File: config.mk
export PLATFORM = sky130hd
export DESIGN_NAME = number_to_roman_numeral_unit_flat
export DESIGN_NICKNAME = d
export VERILOG_FILES = /design/src/rtl/core/nrn_pkg.sv /design/src/rtl/core/nrn_if.sv /design/src/rtl/core/number_to_roman_numeral_unit.sv /design/src/rtl/core/nrn_datapath.sv /design/src/rtl/core/nrn_ctrl.sv /design/src/flat_wrapper.sv
export SDC_FILE = /design/constraint.sdc
export NUM_CORES = 1
export LEC_CHECK = 0
export BUFFER_PORTS_ARGS = -buffer_cell sky130_fd_sc_hd__buf_2
export CAP_MARGIN = 25
export CORE_MARGIN = 2
export CORE_UTILIZATION = 45
export CTS_BUF_LIST = sky130_fd_sc_hd__clkbuf_2 sky130_fd_sc_hd__clkbuf_4 sky130_fd_sc_hd__clkbuf_8
export CTS_CLUSTER_DIAMETER = 40
export DETAILED_ROUTE_END_ITERATION = 16
export PLACE_DENSITY = 0.63
export REMOVE_ABC_BUFFERS = 1
export SETUP_SLACK_MARGIN = 0.02
export SLEW_MARGIN = 0
export SYNTH_ARGS = -nofsm -noshare
export SYNTH_HDL_FRONTEND = slang
export SYNTH_SLANG_ARGS = --single-unit
File: constraint.sdc
create_clock -name i_clk -period 6.2 [get_ports i_clk]
set_input_delay 0.62 -clock i_clk [delete_from_list [all_inputs] [get_ports i_clk]]
set_output_delay 0.62 -clock i_clk [all_outputs]
set_load 0.02 [all_outputs]
File: src/rtl/core/nrn_pkg.sv
// Package for the Roman numeral encoder: state type, controller/datapath
// command and status structs, letter codes and the symbol tables.
// No dependencies.
package nrn_pkg;

    localparam int unsigned NUM_W    = 12;
    localparam int unsigned LETTER_W = 7;
    localparam int unsigned NUM_SYMS = 13;
    localparam int unsigned SYM_W    = 4;

    typedef logic [NUM_W-1:0]    t_num;
    typedef logic [LETTER_W-1:0] t_letter;
    typedef logic [SYM_W-1:0]    t_sym;

    localparam t_letter LET_NONE = 7'h00;
    localparam t_letter LET_I    = 7'h49;
    localparam t_letter LET_V    = 7'h56;
    localparam t_letter LET_X    = 7'h58;
    localparam t_letter LET_L    = 7'h4C;
    localparam t_letter LET_C    = 7'h43;
    localparam t_letter LET_D    = 7'h44;
    localparam t_letter LET_M    = 7'h4D;

    typedef enum logic [0:0] {
        S_IDLE,
        S_RUN
    } t_state;

    typedef struct packed {
        logic load;
        logic step;
    } t_cmd;

    typedef struct packed {
        logic work_left;
        logic out_free;
        logic step_last;
        logic num_nonzero;
    } t_sts;

    function automatic t_num sym_value(input t_sym k);
        t_num v;
        unique case (k)
            4'd0:    v = 12'd1000;
            4'd1:    v = 12'd900;
            4'd2:    v = 12'd500;
            4'd3:    v = 12'd400;
            4'd4:    v = 12'd100;
            4'd5:    v = 12'd90;
            4'd6:    v = 12'd50;
            4'd7:    v = 12'd40;
            4'd8:    v = 12'd10;
            4'd9:    v = 12'd9;
            4'd10:   v = 12'd5;
            4'd11:   v = 12'd4;
            default: v = 12'd1;
        endcase
        return v;
    endfunction

    function automatic t_letter sym_first(input t_sym k);
        t_letter c;
        unique case (k)
            4'd0:    c = LET_M;
            4'd1:    c = LET_C;
            4'd2:    c = LET_D;
            4'd3:    c = LET_C;
            4'd4:    c = LET_C;
            4'd5:    c = LET_X;
            4'd6:    c = LET_L;
            4'd7:    c = LET_X;
            4'd8:    c = LET_X;
            4'd9:    c = LET_I;
            4'd10:   c = LET_V;
            default: c = LET_I;
        endcase
        return c;
    endfunction

    // Second letter of a subtractive pair, LET_NONE for plain symbols.
    function automatic t_letter sym_second(input t_sym k);
        t_letter c;
        unique case (k)
            4'd1:    c = LET_M;
            4'd3:    c = LET_D;
            4'd5:    c = LET_C;
            4'd7:    c = LET_L;
            4'd9:    c = LET_X;
            4'd11:   c = LET_V;
            default: c = LET_NONE;
        endcase
        return c;
    endfunction

endpackage

File: src/rtl/core/nrn_if.sv
// Handshake interfaces for the Roman numeral encoder: number input channel
// and letter output channel. Depends on nrn_pkg.
interface nrn_num_if;
    logic          valid;
    logic          ready;
    nrn_pkg::t_num number;

    modport source (output valid, output number, input ready);
    modport sink   (input valid, input number, output ready);
endinterface

interface nrn_let_if;
    logic             valid;
    logic             ready;
    nrn_pkg::t_letter letter;
    logic             last;

    modport source (output valid, output letter, output last, input ready);
    modport sink   (input valid, input letter, input last, output ready);
endinterface

File: src/rtl/core/number_to_roman_numeral_unit.sv
// Top level of the Roman numeral encoder: joins controller and datapath.
// Depends on nrn_pkg, nrn_if, nrn_ctrl and nrn_datapath.
//
// Usage: a number (0..4095) is offered on i_num; the Roman numeral comes out
// on o_let as a run of ASCII letters, one letter per transfer, with last set
// on the final letter. A zero is taken and yields no transfers at all.
// The input transfer loads the remainder register; the controller then
// steps the first letter into the output register once that is free.
// Throughput: one letter per cycle from the single greedy search/subtract
// step while the receiver keeps up; at most 15 letters (3888).
// The next number is taken as soon as the last letter is in the output
// register, while that letter still waits to be transferred.
// Reset (synchronous, active low) empties the output register and returns
// the controller to idle. When the receiver stalls, the output register
// holds its letter and the datapath waits without losing its place.
module number_to_roman_numeral_unit (
    input  logic              i_clk,
    input  logic              i_rst_n,
    nrn_num_if.sink           i_num,
    nrn_let_if.source         o_let
);

    nrn_pkg::t_cmd   cmd;
    nrn_pkg::t_sts   sts;
    nrn_pkg::t_state state;

    nrn_ctrl u_ctrl (
        .i_clk      (i_clk),
        .i_rst_n    (i_rst_n),
        .i_in_valid (i_num.valid),
        .i_sts      (sts),
        .o_cmd      (cmd),
        .o_in_ready (i_num.ready),
        .o_state    (state)
    );

    nrn_datapath u_dp (
        .i_clk    (i_clk),
        .i_rst_n  (i_rst_n),
        .i_cmd    (cmd),
        .i_number (i_num.number),
        .o_sts    (sts),
        .o_valid  (o_let.valid),
        .i_ready  (o_let.ready),
        .o_letter (o_let.letter),
        .o_last   (o_let.last)
    );

    // Idle means the datapath has nothing left to emit.
    a_idle_empty: assert property (@(posedge i_clk) disable iff (!i_rst_n)
        (state == nrn_pkg::S_IDLE) |-> !sts.work_left)
        else $error("idle with letters still to emit");

    // A nonzero number always starts a run.
    a_start_run: assert property (@(posedge i_clk) disable iff (!i_rst_n)
        (i_num.valid && i_num.ready && (i_num.number != '0))
            |=> (state == nrn_pkg::S_RUN))
        else $error("nonzero number did not start a run");

    // Emitting the last letter of a run returns to idle.
    a_last_idle: assert property (@(posedge i_clk) disable iff (!i_rst_n)
        (cmd.step && sts.step_last) |=> (state == nrn_pkg::S_IDLE && o_let.last))
        else $error("last letter did not end the run");

endmodule

File: src/rtl/core/nrn_datapath.sv
// Datapath of the Roman numeral encoder: remainder register, greedy symbol
// search, pending second letter and output register. Depends on nrn_pkg.
module nrn_datapath (
    input  logic             i_clk,
    input  logic             i_rst_n,
    input  nrn_pkg::t_cmd    i_cmd,
    input  nrn_pkg::t_num    i_number,
    output nrn_pkg::t_sts    o_sts,
    output logic             o_valid,
    input  logic             i_ready,
    output nrn_pkg::t_letter o_letter,
    output logic             o_last
);

    nrn_pkg::t_num    r_rem,    n_rem;
    logic             r_pend,   n_pend;
    nrn_pkg::t_letter r_pend_letter, n_pend_letter;
    logic             r_out_valid;
    nrn_pkg::t_letter r_letter;
    logic             r_last;

    nrn_pkg::t_sym    sel;
    nrn_pkg::t_letter step_letter;
    logic             step_last;

    // Largest symbol value that still fits in the remainder.
    always_comb begin
        sel = nrn_pkg::t_sym'(nrn_pkg::NUM_SYMS - 1);
        for (int k = nrn_pkg::NUM_SYMS - 1; k >= 0; k--) begin
            if (r_rem >= nrn_pkg::sym_value(nrn_pkg::t_sym'(k))) begin
                sel = nrn_pkg::t_sym'(k);
            end
        end
    end

    always_comb begin
        n_rem         = r_rem;
        n_pend        = r_pend;
        n_pend_letter = r_pend_letter;
        if (r_pend) begin
            step_letter = r_pend_letter;
            step_last   = (r_rem == '0);
            n_pend      = 1'b0;
        end else begin
            step_letter   = nrn_pkg::sym_first(sel);
            n_rem         = r_rem - nrn_pkg::sym_value(sel);
            n_pend_letter = nrn_pkg::sym_second(sel);
            n_pend        = (n_pend_letter != nrn_pkg::LET_NONE);
            step_last     = !n_pend && (n_rem == '0);
        end
    end

    always_ff @(posedge i_clk) begin
        if (!i_rst_n) begin
            r_rem       <= '0;
            r_pend      <= 1'b0;
            r_out_valid <= 1'b0;
        end else begin
            if (i_cmd.load) begin
                r_rem  <= i_number;
                r_pend <= 1'b0;
            end else if (i_cmd.step) begin
                r_rem  <= n_rem;
                r_pend <= n_pend;
            end
            if (i_cmd.step) begin
                r_out_valid <= 1'b1;
            end else if (i_ready) begin
                r_out_valid <= 1'b0;
            end
        end
    end

    always_ff @(posedge i_clk) begin
        if (i_cmd.step) begin
            r_pend_letter <= n_pend_letter;
            r_letter      <= step_letter;
            r_last        <= step_last;
        end
    end

    assign o_sts.work_left   = r_pend || (r_rem != '0);
    assign o_sts.out_free    = !r_out_valid || i_ready;
    assign o_sts.step_last   = step_last;
    assign o_sts.num_nonzero = (i_number != '0);

    assign o_valid  = r_out_valid;
    assign o_letter = r_letter;
    assign o_last   = r_last;

endmodule

File: src/rtl/core/nrn_ctrl.sv
// Controller of the Roman numeral encoder: two-state machine that loads a
// number and steps the datapath one letter at a time. Depends on nrn_pkg.
module nrn_ctrl (
    input  logic            i_clk,
    input  logic            i_rst_n,
    input  logic            i_in_valid,
    input  nrn_pkg::t_sts   i_sts,
    output nrn_pkg::t_cmd   o_cmd,
    output logic            o_in_ready,
    output nrn_pkg::t_state o_state
);

    nrn_pkg::t_state r_state, n_state;

    always_ff @(posedge i_clk) begin
        if (!i_rst_n) begin
            r_state <= nrn_pkg::S_IDLE;
        end else begin
            r_state <= n_state;
        end
    end

    always_comb begin
        n_state    = r_state;
        o_cmd      = '0;
        o_in_ready = 1'b0;
        unique case (r_state)
            nrn_pkg::S_IDLE: begin
                o_in_ready = 1'b1;
                o_cmd.load = i_in_valid;
                // A zero yields no letters, so it never leaves idle.
                if (i_in_valid && i_sts.num_nonzero) begin
                    n_state = nrn_pkg::S_RUN;
                end
            end
            nrn_pkg::S_RUN: begin
                o_cmd.step = i_sts.out_free;
                if (i_sts.out_free && i_sts.step_last) begin
                    n_state = nrn_pkg::S_IDLE;
                end
            end
            default: n_state = nrn_pkg::S_IDLE;
        endcase
    end

    assign o_state = r_state;

endmodule

File: src/flat_wrapper.sv
// flat-port wrapper written by rule: the top's interface ports become plain ports
module number_to_roman_numeral_unit_flat 
  (i_clk, i_rst_n, i_num_valid, i_num_number, i_num_ready, o_let_valid, o_let_letter, o_let_last, o_let_ready);
  nrn_num_if i_num_i ();
  nrn_let_if o_let_i ();
  input  logic i_clk;
  input  logic i_rst_n;
  input wire logic [$bits(i_num_i.valid)-1:0] i_num_valid;
  input wire logic [$bits(i_num_i.number)-1:0] i_num_number;
  output wire logic [$bits(i_num_i.ready)-1:0] i_num_ready;
  output wire logic [$bits(o_let_i.valid)-1:0] o_let_valid;
  output wire logic [$bits(o_let_i.letter)-1:0] o_let_letter;
  output wire logic [$bits(o_let_i.last)-1:0] o_let_last;
  input wire logic [$bits(o_let_i.ready)-1:0] o_let_ready;
  assign i_num_i.valid = i_num_valid;
  assign i_num_i.number = i_num_number;
  assign i_num_ready = i_num_i.ready;
  assign o_let_valid = o_let_i.valid;
  assign o_let_letter = o_let_i.letter;
  assign o_let_last = o_let_i.last;
  assign o_let_i.ready = o_let_ready;
  number_to_roman_numeral_unit u_core (.i_clk(i_clk), .i_rst_n(i_rst_n), .i_num(i_num_i), .o_let(o_let_i));
endmodule
-- Word level (Yosys, flattened, before mapping)
Memory sizes are Yosys's and may differ from the RTL's.
Index checks and enable logic that the tools add are counted.
- add/sub/neg operators: 1
- order comparisons: 12
- eq/ne operators: 7
- multiplexer cells: 29
- bitwise gates (word level): 3
- reductions and logical operators: 15
- operator list (operator ; count):
    two-way mux 12 bit ; 4
    two-way mux 4 bit ; 11
    one-hot mux 7 bit (6 select lines) ; 1
    greater-or-equal comparator 12 x 10 -> 1 bit, second input constant ; 2
    greater-or-equal comparator 12 x 3 -> 1 bit, second input constant ; 2
    greater-or-equal comparator 12 x 4 -> 1 bit, second input constant ; 2
    greater-or-equal comparator 12 x 6 -> 1 bit, second input constant ; 2
    greater-or-equal comparator 12 x 7 -> 1 bit, second input constant ; 2
    greater-or-equal comparator 12 x 9 -> 1 bit, second input constant ; 2
    zero test 12 bit ; 2
    two-way mux 7 bit ; 2
    nonzero test 12 bit ; 1
    subtractor 12 bit ; 1
    two-way mux 1 bit ; 9
    == test 4 x 3 -> 1 bit, second input constant ; 2
    == test 4 bit, second input constant ; 2
    nonzero test 7 bit ; 1
    == test 4 x 1 -> 1 bit, second input constant ; 1
    == test 4 x 2 -> 1 bit, second input constant ; 1
    AND reduction 2 bit ; 2
    nonzero test 2 bit ; 2
    logical AND 1 bit ; 3
    two-way mux 3 bit ; 1
    inverter 1 bit ; 3
    other kinds (5) ; 6
- bits in registers: 30
- memory bits (read-only): 240
- input bits: 16
- output and inout port bits: 10
- word-level logic and storage cells: 76
- memories kept: 2
- memories (name ; words ; bits a word ; read ports ; clocked after Yosys merged registers in ; wr ports ; line ; source):
    (name not given) ; 16 ; 10 ; 1 ; 0 ; 0 ; nrn_pkg.sv:43 ; unique case (k)
    (name not given) ; 16 ; 5 ; 1 ; 0 ; 0 ; nrn_pkg.sv:63 ; unique case (k)

-- Logic depth before layout (Yosys ltp)
- depth in word-level cells: 23
- gate-level depth with buffers: 20
- mapped depth without buffers: 17

-- By module
Synthesis repeated with hierarchy kept, for this count alone.
- cells, all modules: 290
- area, all modules: 2444.8 um^2
- by module, submodules not included (module ; instances ; cells an instance ; area each (um^2) ; sequential area each (um^2)):
    nrn_datapath ; 1 ; 283 ; 2387.3 ; 670.6
    nrn_ctrl ; 1 ; 7 ; 57.6 ; 20.0

-- Worst setup path before layout
No wires, ideal clock.
- path type: register to register
- start point: register u_core.u_dp.r_rem[3]
- end point: register u_core.u_ctrl.r_state, in the netlist u_core.u_ctrl.o_state
- setup time: 0.133 ns
- data arrival time: 3.993 ns
- required time: 6.067 ns
- path slack: 2.074 ns
- cell stages (with the launch flop): 21
- buffers on the path: 3
- period minus slack after synthesis: 4.126 ns
- path through: dfxtp_1 > buf_2 > or2_2 > buf_2 > o21a_1 > o21ai_0 > and3_1 > o21a_1 > buf_2 > inv_1 > ha_1 > o21a_1 > ha_1 > fa_1 > nor2b_1 > o31a_1 > o31ai_1 > a2111oi_0 > o2111ai_1 > nor4_1 > o221ai_1
- word-level cells in the longest chain between the ends: 23
- elaborated cells on any way between the ends: 44
- classes of those cells: 1 x add/sub; 12 x order compare; 6 x eq/ne; 18 x mux; 6 x reduce/logical; 1 x memory
- ends and longest elaborated chain (what ; line ; source):
    from (decl) ; nrn_datapath.sv:15 ; nrn_pkg::t_num r_rem, n_rem;
    from (signal assigned) ; nrn_datapath.sv:60 ; r_rem <= i_number;
    from (signal assigned) ; nrn_datapath.sv:63 ; r_rem <= n_rem;
    branches (longest 19 deep; another with greater-or-equal comparator 12 x 3 -> 1 bit) ; -- ;
    two-way mux 1 bit (*) ; nrn_datapath.sv:40 ; if (r_pend) begin
    logical AND 1 bit (*) ; nrn_ctrl.sv:38 ; if (i_sts.out_free && i_sts.step_last) begin
    two-way mux 1 bit (*) ; nrn_ctrl.sv:38 ;
    one-hot mux 1 bit (2 select lines) (*) ; nrn_ctrl.sv:27 ; unique case (r_state)
    to (signal assigned) ; nrn_ctrl.sv:17 ; r_state <= nrn_pkg::S_IDLE;
    to (signal assigned) ; nrn_ctrl.sv:19 ; r_state <= n_state;
    to (decl) ; nrn_ctrl.sv:13 ; nrn_pkg::t_state r_state, n_state;
Every way passes the cells marked *. The select of a mux whose other input is x is not followed.
A chain may end at the register's enable or synchronous reset.

-- Worst setup path after layout
- start point: register u_core.u_dp.r_rem[3]
- end point: register u_core.u_dp.r_last, in the netlist u_core.u_dp.o_last (data pin)
- word-level cells in the longest chain between the ends: 20
- elaborated cells on any way between the ends: 41
- classes of those cells: 1 x add/sub; 12 x order compare; 6 x eq/ne; 16 x mux; 5 x reduce/logical; 1 x memory
- ends and longest elaborated chain (what ; line ; source):
    branches (longest 19 deep; another with greater-or-equal comparator 12 x 3 -> 1 bit) ; -- ;
    two-way mux 1 bit (*) ; nrn_datapath.sv:40 ;
    via u_core.u_dp.step_last ; nrn_datapath.sv:24 ; logic step_last;
    to (signal assigned) ; nrn_datapath.sv:78 ; r_last <= step_last;
    to (decl) ; nrn_datapath.sv:20 ; logic r_last;
Mark *: on every way through the listed nets, which the timed path passes. The select of a mux whose other input is x is not followed.

==> flow_metrics.tcl <==
set metrics [dict create \
    setup_viol 0 \
    cts_tree "yes" \
    tns_ns 0 \
    rsz0062_at_grt "no" \
    initial_core_util 0.4605 \
    synth-edff-count 13 \
    vias 2178 \
    grt-ovfl-total 0 \
    async_flop_share 0 \
    numCtsBuffers 3 \
    rr_worst_depth 16 \
    cp.arrival_ns 4.89 \
    gr-usage-all-layers 0.2214 \
    dieHeight_um 75.84 \
    synth_most_common_cell "o21ai_0" \
    synth_seq_area_share 0.2974 \
    cp.required_ns 6.24 \
    max_freq_ghz 0.2060 \
    ff2ff_setup_slack_ns 1.34 \
    synthCells 279 \
    gp_congestion 0.9730 \
    cts_resized 0 \
    die-width_um 75.84 \
    min_path_type "reg -> reg" \
    synth_top_area_frac 0.1681 \
    crit_fanout 11 \
    report.final.slew_viol_count 0 \
    area_delta_synth_final_pct 8.405 \
    first_pass_iters 4 \
    hold_depth 1 \
    clk_pin_slew_ns 0.09 \
    ys.flop_type "dfxtp_1" \
    cts_hold_buffers 0 \
    drc 0 \
    criticalPathCategory "reg -> reg" \
    core_um2 5042 \
    drtIter0Drc 231 \
    grt_pass1_wl_um 9839 \
    drive_gt1_frac 0.1284 \
    netlist_top_cells_area "edfxtp_1 17%, dfxtp_1 13%, ha_1 8.1%" \
    io_buffers 24 \
    synth_cell_types 62 \
    synth_top_cell_by_area "edfxtp_1" \
    wirelength_um 6004 \
    dpl.hpwl_um 4603 \
    synth.top_cells.by_count "22 x o21ai_0, 21 x nand2_1, 21 x nor2_1, 15 x dfxtp_1, 15 x ha_1" \
    wl_per_cell_um 16.40 \
    dieArea_um2 5751 \
    post-route-period-util 0.7832 \
    grt_max_degree 18 \
    r2r-start "u_core.u_dp.r_rem[3]$_SDFFE_PN0P_" \
    cts_root_buffer "clkbuf_8" \
    worstSkewPairLatency_ns 0.27 \
    min_to "u_core.u_dp.o_letter[6]$_SDFFCE_PN1P_" \
    maxCapViolCount 0 \
    antenna_left 0 \
    clkSinkCount 28 \
    io_pins 26 \
    h-tree-depth 1 \
    nNetsFinal 329 \
    syn_area_um2 2322 \
    r2r-end "u_core.u_dp.o_last$_DFFE_PP_" \
    cp-start-kind "flip-flop" \
    min_period_ns 4.856 \
    num_antenna_cells 0 \
    critPathCaptureType "flip-flop" \
    worst_pin_slew_ns 1.009 \
    ys_ff_latch 28 \
    rows 26 \
    hold_path_startpoint "u_core.u_dp.r_pend_letter[6]$_DFFE_PP_" \
    fin_worst_skew_ns 0.003783 \
    yosysWarnings 0 \
    relSlewSlack 0.3263 \
    cts_setup_buffers 0 \
    clockBufferDepth 2 \
    first_global_vias 1995 \
    outcome "complete, no violations" \
    avgViaCountPerCell 5.951 \
    syn_avg_cell_area_um2 8.323 \
    hold_viol 0 \
    antenna_found_initial 0 \
]
final cells by class:
type / count / area, um^2
Clock inverter: 1 / 3.754
Tap cell: 70 / 87.58
Fill cell: 501 / 2525
Inverter: 14 / 52.55
Multi-Input combinational cell: 226 / 1521
Timing Repair Buffer: 24 / 120.1
Sequential cell: 28 / 690.7
Clock buffer: 3 / 41.29
worst max-delay path by stage:
stage | from | end | slack, ns | cells after the start
6_report | u_core.u_dp.r_rem[3]$_SDFFE_PN0P_ | u_core.u_dp.o_last$_DFFE_PP_ | 1.34 | 16
3_3_place_gp | u_core.u_dp.r_rem[3]$_SDFFE_PN0P_ | u_core.u_dp.o_last$_DFFE_PP_ | 1.44 | 16
5_1_grt | u_core.u_dp.r_rem[3]$_SDFFE_PN0P_ | u_core.u_dp.o_last$_DFFE_PP_ | 1.01 | 16
2_1_floorplan | u_core.u_dp.r_rem[9]$_SDFFE_PN0P_ | u_core.u_ctrl.o_state$_SDFF_PN0_ | 2.16 | 16
3_5_place_dp | u_core.u_dp.r_rem[3]$_SDFFE_PN0P_ | u_core.u_dp.o_last$_DFFE_PP_ | 1.43 | 16
4_1_cts | u_core.u_dp.r_rem[9]$_SDFFE_PN0P_ | u_core.u_dp.o_last$_DFFE_PP_ | 1.38 | 15
state kept, by name, indices dropped and copies added, names as in the netlist:
name                       cells
u_core.u_dp.r_pend_letter      6
u_core.u_dp.o_letter           6
u_core.u_dp.o_valid            1
u_core.u_dp.r_pend             1
u_core.u_dp.o_last             1
u_core.u_dp.r_rem             12
u_core.u_ctrl.o_state          1
per-stage QoR:
stage	cell area, um^2	instances	worst slack [ns]	hold WS (ns)	util
2_1_floorplan	2265	268	2.160	0.4773	-
3_3_place_gp	2472	362	1.437	0.5041	0.4903
3_5_place_dp	2472	362	1.429	0.5051	0.4903
4_1_cts	2517	366	1.378	0.5306	0.4993
5_1_grt	2517	366	1.014	0.5435	0.4993
6_report	2517	366	1.344	0.5229	0.4993
logic make-up (layout without fill, tap and decap cells):
family	count (synthesis)	after routing	synth area share
buffers and inverters	25	42	0.04742
other	1	1	0.001615
flip-flops	28	28	0.2974
AO/OA/AOI/OAI	92	92	0.2705
XOR/XNOR	5	5	0.01886
AND/OR/NAND/NOR	108	108	0.2570
adder cells (fa/ha/maj)	16	16	0.08944
multiplexers	4	4	0.01778
cell usage in the layout (no fill, tap or decap), drive strengths merged, types with 2 or more instances in the layout:
cell | Yosys | routed
nor3 | 6 | 6
o31a | 3 | 3
o311ai | 3 | 3
nand2b | 7 | 7
and3 | 4 | 4
or3 | 6 | 6
nor4 | 7 | 7
nor2b | 9 | 9
a21o | 4 | 4
buf | 6 | 24
nand4 | 2 | 2
a22oi | 8 | 8
a22o | 3 | 3
clkbuf | 5 | 3
or2 | 3 | 3
o21ai | 22 | 22
nor2 | 22 | 22
a21boi | 10 | 10
a21oi | 13 | 13
o2111ai | 2 | 2
and2 | 3 | 3
a221oi | 2 | 2
or4 | 2 | 2
nand2 | 21 | 21
nor4b | 2 | 2
inv | 14 | 14
ha | 15 | 15
o21a | 7 | 7
dfxtp | 15 | 15
nor3b | 3 | 3
xor2 | 3 | 3
a31oi | 4 | 4
xnor2 | 2 | 2
nand3 | 8 | 8
mux2i | 3 | 3
edfxtp | 13 | 13
critical path, cell delays in order (launching register included):
cell and delay, ns:
dfxtp_1 0.43, or2_2 0.41, o21a_1 0.19, o21ai_0 0.16, and3_1 0.20, o21a_1 0.34
inv_1 0.14, ha_1 0.36, o21a_1 0.20, ha_1 0.20, fa_1 0.40, nor2b_1 0.21
o2111ai_1 0.16, and3_1 0.22, nor3b_1 0.36, o2111ai_1 0.20, o41ai_1 0.46
layer usage:
layer / wire [um] / GRT usage / vias up
li1: - / - / 1081
met2: 2891 / 0.3688 / 56
met3: 239 / 0.03836 / 8
met5: 0 / 0 / -
met1: 2794 / 0.2999 / 1033
met4: 78 / 0.04678 / 0
Power is left out: the tool's default activity adds up to more than one toggle a clock period on the data nets, which glitch-free logic cannot reach.
